File: src/rtl/core/kcne_pkg.sv
// Shared types and constants for the key change to note event block.
// No dependencies; every other file of the block but kcne_stream_if imports this package.
package kcne_pkg;

  // One lane per key bit of a scanned byte
  localparam int unsigned LANES = 8;

  // Configuration register indexes (byte address / 4)
  typedef enum logic [1:0] {
    REG_CHANNEL  = 2'd0,
    REG_VELOCITY = 2'd1,
    REG_OFFSET   = 2'd2,
    REG_NONE     = 2'd3
  } reg_index_t;

  localparam logic [3:0] CHANNEL_RESET  = 4'd1;
  localparam logic [6:0] VELOCITY_RESET = 7'd64;
  localparam logic [6:0] OFFSET_RESET   = 7'd36;

  // Input word: one scanned byte, active low
  typedef struct packed {
    logic [2:0] byte_index;
    logic [7:0] raw_key_bits;
  } key_word_t;

  // Output word: one note event
  typedef struct packed {
    logic       is_note_on;
    logic [6:0] note_number;
    logic [3:0] event_channel;
    logic [6:0] event_velocity;
    logic       last_event;
  } note_word_t;

  // What the lanes found for one byte
  typedef struct packed {
    logic [LANES-1:0]      mask;
    logic [LANES-1:0]      on;
    logic [LANES-1:0][6:0] note;
  } batch_t;

endpackage

File: src/rtl/core/kcne_stream_if.sv
// Valid/ready stream channel carrying one word of a packed type.
// Word types come from kcne_pkg.
interface kcne_stream_if #(
  parameter type word_t = logic
) ();
  logic  valid;
  logic  ready;
  word_t data;

  modport source (output valid, output data, input ready);
  modport sink   (input valid, input data, output ready);
endinterface

File: src/rtl/core/kcne_lane.sv
// One key lane: change detect, event polarity and note number for one bit.
// Depends on kcne_pkg.
module kcne_lane
  import kcne_pkg::*;
#(
  parameter int unsigned LANE_BIT = 0
) (
  input  logic       prev_bit,
  input  logic       pressed_bit,
  input  logic [2:0] byte_index,
  input  logic [6:0] note_offset,
  output logic       changed,
  output logic       on,
  output logic [6:0] note
);

  logic [6:0] key_number;

  // key number is index*8 + bit, wrap the sum to 7 bits
  assign key_number = {1'b0, byte_index, 3'(LANE_BIT)};
  assign changed    = prev_bit ^ pressed_bit;
  assign on         = pressed_bit;
  assign note       = key_number + note_offset;

endmodule

File: src/rtl/core/kcne_merge.sv
// Merge stage: holds the lanes' batch and emits its events lowest bit first.
// Depends on kcne_pkg and kcne_stream_if.
module kcne_merge
  import kcne_pkg::*;
(
  input  logic                clk,
  input  logic                rst,
  input  logic                load,
  input  batch_t              load_batch,
  input  logic [3:0]          midi_channel,
  input  logic [6:0]          note_velocity,
  output logic                can_load,
  kcne_stream_if.source       note_out
);

  logic [LANES-1:0]      pend;
  logic [LANES-1:0]      pend_next;
  logic [LANES-1:0]      on_bits;
  logic [LANES-1:0][6:0] notes;
  logic [LANES-1:0]      sel;
  logic [LANES-1:0]      rest;
  logic                  emit;
  logic                  take;
  logic [6:0]            sel_note;
  logic                  out_valid;
  note_word_t            out_word;

  // pick the lowest pending key
  assign sel  = pend & (~pend + LANES'(1));
  assign rest = pend & ~sel;
  assign emit = (pend != '0) && (!out_valid || note_out.ready);
  assign take = emit && (rest == '0);
  assign can_load = (pend == '0) || take;

  always_comb begin
    sel_note = '0;
    for (int i = 0; i < LANES; i++) begin
      sel_note = sel_note | (sel[i] ? notes[i] : 7'd0);
    end
  end

  // advance the pending mask, a new batch replaces an emptied one
  always_comb begin
    pend_next = pend;
    if (emit) begin
      pend_next = rest;
    end
    if (load) begin
      pend_next = load_batch.mask;
    end
  end

  always_ff @(posedge clk) begin
    if (rst) begin
      pend <= '0;
    end else begin
      pend <= pend_next;
    end
  end

  // hold batch payload
  always_ff @(posedge clk) begin
    if (load) begin
      on_bits <= load_batch.on;
      notes   <= load_batch.note;
    end
  end

  // output register, drop the word once taken
  always_ff @(posedge clk) begin
    if (rst) begin
      out_valid <= 1'b0;
    end else if (emit) begin
      out_valid <= 1'b1;
    end else if (note_out.ready) begin
      out_valid <= 1'b0;
    end
  end

  always_ff @(posedge clk) begin
    if (emit) begin
      out_word.is_note_on     <= (on_bits & sel) != '0;
      out_word.note_number    <= sel_note;
      out_word.event_channel  <= midi_channel;
      out_word.event_velocity <= note_velocity;
      out_word.last_event     <= (rest == '0);
    end
  end

  assign note_out.valid = out_valid;
  assign note_out.data  = out_word;

  // a batch only enters when the previous one has drained
  assert property (@(posedge clk) disable iff (rst) load |-> can_load)
    else $error("batch loaded over pending events");

  // no batch without a changed key
  assert property (@(posedge clk) disable iff (rst) load |-> (load_batch.mask != '0))
    else $error("empty batch loaded");

  // each emitted event clears exactly its own pending bit
  assert property (@(posedge clk) disable iff (rst)
    (emit && !load) |=> (pend == ($past(pend) & ~$past(sel))))
    else $error("pending mask out of step with emitted events");

  // a last event leaves nothing pending unless a new batch came in
  assert property (@(posedge clk) disable iff (rst)
    (emit && rest == '0 && !load) |=> (pend == '0))
    else $error("events left after last event");

endmodule

File: src/rtl/core/key_change_to_note_events.sv
// Key change to note events: a scanned byte enters, the lanes compare it with the
// stored byte, the merge stage emits one note event per changed key.
// The first event of a byte passes the merge stage's pending mask and output register.
// A new byte is taken once the previous byte's last event is emitted, so the single event
// port sets the pace; a byte with no change, or an index beyond the store, makes no event.
// Reset (rst, synchronous) clears the key store and sets channel 1, velocity 64, offset 36.
module key_change_to_note_events
  import kcne_pkg::*;
#(
  parameter int unsigned NUM_KEY_BYTES = 8
) (
  input  logic          clk,
  input  logic          rst,
  input  logic          psel,
  input  logic          penable,
  input  logic          pwrite,
  input  logic [3:0]    paddr,
  input  logic [31:0]   pwdata,
  output logic [31:0]   prdata,
  output logic          pready,
  kcne_stream_if.sink   key_in,
  kcne_stream_if.source note_out
);

  localparam int unsigned IDX_W = (NUM_KEY_BYTES > 1) ? $clog2(NUM_KEY_BYTES) : 1;

  logic [NUM_KEY_BYTES-1:0][7:0] store;
  logic [3:0]       midi_channel;
  logic [6:0]       note_velocity;
  logic [6:0]       note_offset;
  reg_index_t       reg_sel;
  logic             cfg_write;
  logic             in_fire;
  logic             idx_ok;
  logic [IDX_W-1:0] idx;
  logic [7:0]       pressed;
  logic [7:0]       prev;
  logic [LANES-1:0] lane_changed;
  logic             can_load;
  batch_t           batch;

  // configuration port
  assign pready    = 1'b1;
  assign reg_sel   = reg_index_t'(paddr[3:2]);
  assign cfg_write = psel && penable && pwrite;

  always_ff @(posedge clk) begin
    if (rst) begin
      midi_channel  <= CHANNEL_RESET;
      note_velocity <= VELOCITY_RESET;
      note_offset   <= OFFSET_RESET;
    end else if (cfg_write) begin
      unique case (reg_sel)
        REG_CHANNEL:  midi_channel  <= pwdata[3:0];
        REG_VELOCITY: note_velocity <= pwdata[6:0];
        REG_OFFSET:   note_offset   <= pwdata[6:0];
        default: ;
      endcase
    end
  end

  always_comb begin
    unique case (reg_sel)
      REG_CHANNEL:  prdata = {28'd0, midi_channel};
      REG_VELOCITY: prdata = {25'd0, note_velocity};
      REG_OFFSET:   prdata = {25'd0, note_offset};
      default:      prdata = '0;
    endcase
  end

  // input side: read the stored byte for this index
  assign key_in.ready = can_load;
  assign in_fire  = key_in.valid && can_load;
  assign idx_ok   = 32'(key_in.data.byte_index) < NUM_KEY_BYTES;
  assign idx      = IDX_W'(key_in.data.byte_index);
  assign pressed  = ~key_in.data.raw_key_bits;
  assign prev     = idx_ok ? store[idx] : pressed;

  // update the key store on accept
  always_ff @(posedge clk) begin
    if (rst) begin
      store <= '0;
    end else if (in_fire && idx_ok) begin
      store[idx] <= pressed;
    end
  end

  // one lane per key bit
  for (genvar g = 0; g < LANES; g++) begin : g_lane
    kcne_lane #(.LANE_BIT(g)) u_lane (
      .prev_bit    (prev[g]),
      .pressed_bit (pressed[g]),
      .byte_index  (key_in.data.byte_index),
      .note_offset (note_offset),
      .changed     (lane_changed[g]),
      .on          (batch.on[g]),
      .note        (batch.note[g])
    );
  end

  assign batch.mask = lane_changed;

  kcne_merge u_merge (
    .clk           (clk),
    .rst           (rst),
    .load          (in_fire && (lane_changed != '0)),
    .load_batch    (batch),
    .midi_channel  (midi_channel),
    .note_velocity (note_velocity),
    .can_load      (can_load),
    .note_out      (note_out)
  );

endmodule

File: src/flat_wrapper.sv
// flat-port wrapper written by rule: the top's interface ports become plain ports
module key_change_to_note_events_flat import kcne_pkg::*;
#(
  parameter int unsigned NUM_KEY_BYTES = 8
)
  (clk, rst, psel, penable, pwrite, paddr, pwdata, prdata, pready, key_in_valid, key_in_data, key_in_ready, note_out_valid, note_out_data, note_out_ready);
  kcne_stream_if #(.word_t(key_word_t)) key_in_i ();
  kcne_stream_if #(.word_t(note_word_t)) note_out_i ();
  input  logic clk;
  input  logic rst;
  input  logic psel;
  input  logic penable;
  input  logic pwrite;
  input  logic [3:0] paddr;
  input  logic [31:0] pwdata;
  output logic [31:0] prdata;
  output logic pready;
  input wire logic [$bits(key_in_i.valid)-1:0] key_in_valid;
  input wire logic [$bits(key_in_i.data)-1:0] key_in_data;
  output wire logic [$bits(key_in_i.ready)-1:0] key_in_ready;
  output wire logic [$bits(note_out_i.valid)-1:0] note_out_valid;
  output wire logic [$bits(note_out_i.data)-1:0] note_out_data;
  input wire logic [$bits(note_out_i.ready)-1:0] note_out_ready;
  assign key_in_i.valid = key_in_valid;
  assign key_in_i.data = key_in_data;
  assign key_in_ready = key_in_i.ready;
  assign note_out_valid = note_out_i.valid;
  assign note_out_data = note_out_i.data;
  assign note_out_i.ready = note_out_ready;
  key_change_to_note_events #(.NUM_KEY_BYTES(NUM_KEY_BYTES)) u_core (.clk(clk), .rst(rst), .psel(psel), .penable(penable), .pwrite(pwrite), .paddr(paddr), .pwdata(pwdata), .prdata(prdata), .pready(pready), .key_in(key_in_i), .note_out(note_out_i));
endmodule
File: config.mk
export PLATFORM = sky130hd
export DESIGN_NAME = key_change_to_note_events_flat
export DESIGN_NICKNAME = d
export VERILOG_FILES = /design/src/rtl/core/kcne_pkg.sv /design/src/rtl/core/kcne_stream_if.sv /design/src/rtl/core/kcne_lane.sv /design/src/rtl/core/kcne_merge.sv /design/src/rtl/core/key_change_to_note_events.sv /design/src/flat_wrapper.sv
export SDC_FILE = /design/constraint.sdc
export NUM_CORES = 1
export LEC_CHECK = 0
export BUFFER_PORTS_ARGS = -buffer_cell sky130_fd_sc_hd__buf_4
export CAP_MARGIN = 20
export CORE_ASPECT_RATIO = 1.75
export CORE_MARGIN = 4
export CORE_UTILIZATION = 45
export DETAILED_ROUTE_END_ITERATION = 12
export PLACE_DENSITY_LB_ADDON = 0.08
export SLEW_MARGIN = 20
export SYNTH_ARGS = -nofsm -noshare
export SYNTH_HDL_FRONTEND = slang
export SYNTH_SLANG_ARGS = --single-unit
export TNS_END_PERCENT = 100
File: constraint.sdc
create_clock -name clk -period 6.6 [get_ports clk]
set_input_delay 0.33 -clock clk [delete_from_list [all_inputs] [get_ports clk]]
set_output_delay 0.33 -clock clk [all_outputs]
set_load 0.02 [all_outputs]
**Yosys cells after proc, flatten, opt, wreduce, memory -nomap -nowiden**

Cells that the tools add are included.

- Bits in writable memories: 0
- Memories kept: 0
- Bits in latches: 0
- Memory bits (read-only): 0
- Logic and storage cells: 100
- Output and inout port bits: 55
- Bits in registers: 175

- Multipliers: 0
- Reduce and logical (&&, ||, !) cells: 21
- Magnitude comparators: 2
- Divide/modulo/power cells: 0
- Mux-type cells: 18
- Add/subtract/negate cells: 9
- Shift operators: 0
- Bitwise gates (word level): 21
- Equal/unequal tests: 2

Operators with widths:

| operator | count |
|---|---|
| bitwise mux 64 bit | 1 |
| adder 6 x 7 -> 7 bit | 8 |
| two-way mux 7 bit | 8 |
| bitwise OR 7 bit | 7 |
| two-way mux 8 bit | 4 |
| AND 8 bit | 3 |
| binary-select mux 8 bit (select 3 bit) | 1 |
| demux 8 bit (select 3 bit) | 1 |
| NOT 8 bit | 3 |
| nonzero test 8 bit | 3 |
| case mux 7 bit (3 select lines) | 1 |
| zero test 8 bit | 2 |
| adder 8 x 1 -> 8 bit, second input constant | 1 |
| XOR 1 bit | 8 |
| logical AND 1 bit | 7 |
| AND reduction 2 bit | 3 |
| < comparator 3 x 4 -> 1 bit, second input constant | 1 |
| nonzero test 2 bit | 2 |
| greater-or-equal comparator 3 x 1 -> 1 bit, second input constant | 1 |
| == test 2 x 1 -> 1 bit, second input constant | 1 |
| == test 2 bit, second input constant | 1 |
| zero test 2 bit | 1 |
| logical OR 1 bit | 2 |
| two-way mux 1 bit | 2 |
| zero test 1 bit | 1 |

**Depth between registers and ports, before layout**

- Depth in word-level cells: 11
- Mapped depth: 9
- Gate-level depth less buffers: 7

**By module**

Synthesis repeated with hierarchy kept, for this count alone.

- Cells, all modules: 778
- Area, all modules: 8,827.2 um^2

Modules (own cells, without submodules):

| module | seq. area each (um^2) | instances | cells each | area each (um^2) |
|---|---|---|---|---|
| key_change_to_note_events | 1,641.6 | 1 | 405 | 4,041.4 |
| kcne_merge | 2,702.6 | 1 | 205 | 3,407.0 |
| kcne_lane (u_core.g_lane[7].u_lane) | 0.0 | 1 | 24 | 206.4 |
| kcne_lane (u_core.g_lane[5].u_lane) | 0.0 | 1 | 23 | 183.9 |
| kcne_lane (u_core.g_lane[6].u_lane) | 0.0 | 1 | 24 | 181.4 |
| kcne_lane (u_core.g_lane[3].u_lane) | 0.0 | 1 | 24 | 178.9 |
| kcne_lane (u_core.g_lane[4].u_lane) | 0.0 | 1 | 21 | 168.9 |
| kcne_lane (u_core.g_lane[1].u_lane) | 0.0 | 1 | 19 | 165.2 |
| kcne_lane (u_core.g_lane[2].u_lane) | 0.0 | 1 | 20 | 163.9 |
| kcne_lane (u_core.g_lane[0].u_lane) | 0.0 | 1 | 13 | 130.1 |

**Worst setup path before layout**

OpenSTA, ideal clock, no wires.

- Path kind: flip-flop to flip-flop
- Start point: reg u_core.u_merge.pend[6]
- End point: reg u_core.u_merge.notes[0] (netlist name), enable pin
- Setup time: 0.497 ns
- Stages on the path, launching flop included: 10
- Period minus slack after synthesis: 4.900 ns
- Slack: 1.700 ns
- Data required time: 6.103 ns
- Arrival time: 4.404 ns
- Cells stage by stage: dfxtp_1 buf_2 a211oi_1 o211ai_2 and3_1 buf_6 inv_6 buf_4 nand2_1 a41oi_1

- Cells in the longest elaborated chain, start to end: 10
- Elaborated cells on any way between the ends: 13

RTL lines:

| what | line | RTL |
|---|---|---|
| start: declaration | kcne_merge.sv:16 | `logic [LANES-1:0] pend;` |
| start signal: assignment | kcne_merge.sv:57 | `pend <= pend_next;` |
| NOT 8 bit | kcne_merge.sv:29 | `assign sel = pend & (~pend + LANES'(1));` |
| adder 8 x 1 -> 8 bit | kcne_merge.sv:29 |  |
| AND 8 bit | kcne_merge.sv:29 |  |
| NOT 8 bit | kcne_merge.sv:30 | `assign rest = pend & ~sel;` |
| AND 8 bit | kcne_merge.sv:30 |  |
| zero test 8 bit | kcne_merge.sv:32 | `assign take = emit && (rest == '0);` |
| logical AND 1 bit | kcne_merge.sv:32 |  |
| logical OR 1 bit * | kcne_merge.sv:33 | `assign can_load = (pend == '0) \|\| take;` |
| via key_in_ready | flat_wrapper.sv:20 | `output wire logic [$bits(key_in_i.ready)-1:0] key_in_ready;` |
| logical AND 1 bit * | key_change_to_note_events.sv:73 | `assign in_fire = key_in.valid && can_load;` |
| logical AND 1 bit * | key_change_to_note_events.sv:106 | `.load (in_fire && (lane_changed != '0)),` |
| via u_core.u_merge.load | kcne_merge.sv:8 | `input logic load,` |
| end signal: assignment | kcne_merge.sv:65 | `notes <= load_batch.note;` |
| end: declaration | kcne_merge.sv:19 | `logic [LANES-1:0][6:0] notes;` |

Mark *: on every way through the listed nets, which the timed path passes. The rest lies on a longest branch.
A chain may end at the register's enable or synchronous reset.

**Worst setup path after layout**

- Start point: reg u_core.u_merge.pend[0]
- End point: reg u_core.u_merge.notes[46] (netlist name), enable pin

- Cells in the longest elaborated chain, start to end: 10
- Elaborated cells on any way between the ends: 13

RTL lines:

| what | line |
|---|---|
| NOT 8 bit | kcne_merge.sv:29 |
| adder 8 x 1 -> 8 bit | kcne_merge.sv:29 |
| AND 8 bit | kcne_merge.sv:29 |
| NOT 8 bit | kcne_merge.sv:30 |
| AND 8 bit | kcne_merge.sv:30 |
| zero test 8 bit | kcne_merge.sv:32 |
| logical AND 1 bit | kcne_merge.sv:32 |
| logical OR 1 bit * | kcne_merge.sv:33 |
| logical AND 1 bit * | key_change_to_note_events.sv:73 |
| logical AND 1 bit * | key_change_to_note_events.sv:106 |
| via u_core.u_merge.load | kcne_merge.sv:8 |

Marked as above.

==> qor.yml <==
sta:
  fin_crit_sh_pct: 52.5
  worst_slack_ns: 3.14
  setup_viol: 0
  skew_ns: 0.0137
  hold_viol: 0
  rsz0062_at_grt: "no"
  period_needed_ns: 3.46
  tns_ns: 0
  fmax_ghz: 0.289
  worst_pin_slew_ns: 1.03
  slew_viol_final: 0
  slew_headroom_pct: 31.4
finish:
  fill_cells: 1621
  num-nets-final: 820
  ff_latch_area_um2: 4040
  area_growth_pct: 12.3
  multi_input_area_um2: 3500
  insertedDiodeCount: 0
  drive_above_1_share_pct: 18.6
grt:
  grt_pass1_wl_mm: 31.1
  grt_pass1_vias: 5718
  grt_max_degree: 92
  antenna_found_initial: 0
  grt_use_total_pct: 20.2
  grt_overflow_total: 0
flow_run:
  max-cap-violations: 0
synthesis:
  yosys_register_bits: 165
  synth_area_leader_cell: "edfxtp_1"
  yosys_warnings: 0
  synth_area_um2: 8040
  synthCells: 731
  ys_seq_area_share_pct: 50.3
  synth_area_leaders: "edfxtp_1 (28%), dfxtp_1 (23%), mux2i_1 (6.2%), a211oi_2 (5.0%), a211oi_1 (3.4%)"
  yosysMostFrequentCell: "dfxtp_1"
  synth_commonest_cells: "dfxtp_1 (91), edfxtp_1 (74), nor2_1 (60)"
  synth_top_area_share_pct: 27.7
  ys.flop_type: "dfxtp_1"
  synth_edf_count: 74
  ys_types: 52
  synth-async-reset-ratio_pct: 0
  synth.avg_cell_area_um2: 11.0
drt:
  drc_errors: 0
  drt-pass1-iter-count: 5
  dr_total_vias: 5677
  routed_via_density: 5.70
  drt-wirelength-per-cell_um: 19.8
  wl_mm: 19.8
  drtIter0Drc: 190
  ant_nets: 0
setup_path:
  cp-start-kind: "register"
  path_max_fanout: 54
  worstPathArrival_ns: 3.51
  regToRegSetupSlack_ns: 3.14
  r2r_cells: 7
  worstSetupPathType: "reg -> reg"
  cp.required_ns: 6.64
  end_kind: "register"
  r2r_start: "u_core.u_merge.pend[0]"
  r2r_end: "u_core.u_merge.notes[46]"
place:
  place.gp.congestion: 0.875
  place_ws_ns: 3.09
  io_buffers: 55
  place.detailed.hpwl_mm: 13.7
power_and_ir_drop:
  powerDensity_nw_per_um2: 316
  p_leak_nw: 3.30
  power_mw: 2.85
  peakVddDrop_mv: 0.200
floorplan:
  num_rows: 64
  die_x_um: 109
  die_h_um: 185
  core_region_area_um2: 17500
  io_pins: 109
  initial_core_util_pct: 45.8
  die_area_um2: 20100
clock_tree:
  clock_path_buffers: 2
  h-tree-depth: 4
  post_cts_resized: 0
  clk_pin_slew_ns: 0.06
  cts_hold_buf: 0
  cts.sinks: 165
  cts_buffers: 17
  post_cts_buffers: 0
  insertion_delay_ns: 0.42
  cts_tree: "yes"
  cts_root_buf: "clkbuf_16"
hold_path:
  hold_path_end: "u_core.note_velocity[6]"
  holdCritStartpoint: "pwdata[6]"
  whs_path_depth: 2
  hp-class: "in -> reg"
status:
  status: "complete, no violations"
==> worst max-delay path by stage <==
stage / from / end / slack [ns] / cells after the start
floorplan: u_core.u_merge.pend[6] / u_core.u_merge.notes[0] / 1.70 / 9
global placement: u_core.u_merge.pend[0] / u_core.u_merge.notes[46] / 3.17 / 7
detailed placement: u_core.u_merge.pend[0] / u_core.u_merge.notes[46] / 3.09 / 7
CTS: u_core.u_merge.pend[0] / u_core.u_merge.notes[46] / 3.08 / 7
global route: u_core.u_merge.pend[0] / u_core.u_merge.notes[46] / 2.87 / 7
finish: u_core.u_merge.pend[0] / u_core.u_merge.notes[46] / 3.14 / 7
==> state kept, by name, indices dropped and copies added (netlist names) <==
name and flops:
u_core.store 64, u_core.u_merge.notes 46, u_core.u_merge.note_out.data 20, u_core.u_merge.on_bits 8, u_core.u_merge.pend 8, u_core.note_offset 7
u_core.note_velocity 7, u_core.midi_channel 4, u_core.u_merge.note_out.valid 1
==> metrics by stage <==
step | hold slack [ns] | area (um2) | util (%) | instances
6_report | 0.138 | 9020 | 51.4 | 996
3_3_place_gp | 0.440 | 8390 | 47.8 | 963
4_1_cts | 0.118 | 8990 | 51.3 | 995
3_5_place_dp | 0.450 | 8390 | 47.8 | 963
5_1_grt | 0.130 | 9020 | 51.4 | 996
2_1_floorplan | 0.423 | 8130 | - | 755
==> cells in the final DEF (no fill, tap or decap), types with 5 or more instances in the layout <==
| cell type | synthesis | final |
|---|---|---|
| a211oi_1 | 36 | 36 |
| a211oi_2 | 32 | 32 |
| a21o_1 | 5 | 5 |
| a21oi_1 | 49 | 49 |
| a221oi_1 | 5 | 5 |
| a22oi_1 | 17 | 17 |
| buf_4 | 28 | 58 |
| clkbuf_16 | 0 | 19 |
| conb_1 | 2 | 26 |
| dfxtp_1 | 91 | 91 |
| edfxtp_1 | 74 | 74 |
| ha_1 | 12 | 12 |
| inv_1 | 29 | 29 |
| mux2i_1 | 50 | 50 |
| nand2_1 | 24 | 24 |
| nand3_1 | 9 | 9 |
| nor2_1 | 60 | 60 |
| nor2b_1 | 6 | 6 |
| nor3_1 | 9 | 9 |
| nor4_1 | 5 | 5 |
| o211ai_1 | 8 | 8 |
| o21a_1 | 8 | 8 |
| o21ai_0 | 21 | 21 |
| o22ai_1 | 16 | 16 |
| xnor2_1 | 15 | 15 |
| xor2_1 | 16 | 16 |
==> logic make-up after synthesis <==
family / Yosys count / share of synthesized area [%]
AO/OA/AOI/OAI: 219 / 20.8
XOR/XNOR: 31 / 3.38
adder cells (fa/ha/maj): 14 / 2.37
buffers and inverters: 111 / 7.49
flip-flops: 165 / 50.3
multiplexers: 50 / 6.23
other: 2 / 0.0935
AND/OR/NAND/NOR: 139 / 9.33
==> worst max-delay path, cell delays in order, from the launching register on <==
cell and delay, ns:
dfxtp_1 0.62, nor4_4 0.48, nand2_1 0.29, and3_1 0.40, inv_6 0.36, nand2_1 0.16, a41oi_4 0.18, buf_4 0.58
==> report_power, final <==
part | total (mW) | switching [mW] | internal, mW | leakage [nW]
clock | 1.00 | 0.418 | 0.583 | 0.301
sequential | 1.28 | 0.0572 | 1.23 | 1.44
combinational | 0.565 | 0.380 | 0.185 | 1.56
==> layout make-up <==
cell class / count / area share [%]
Tap cell: 231 / 3.20
Clock buffer: 21 / 5.46
Timing Repair Buffer: 59 / 5.13
Inverter: 30 / 1.30
Clock inverter: 11 / 1.25
Multi-Input combinational cell: 479 / 38.8
Sequential cell: 165 / 44.8
==> per-layer routing <==
metal | vias to the layer above | track usage (%) | wire length [um]
met2 | 132 | 36.7 | 10900
met1 | 2820 | 23.3 | 7600
met3 | 32 | 3.24 | 662
met5 | - | 0 | 0
li1 | 2693 | - | -
met4 | 0 | 8.34 | 566
No activity file was read; power rests on OpenSTA's default activity.
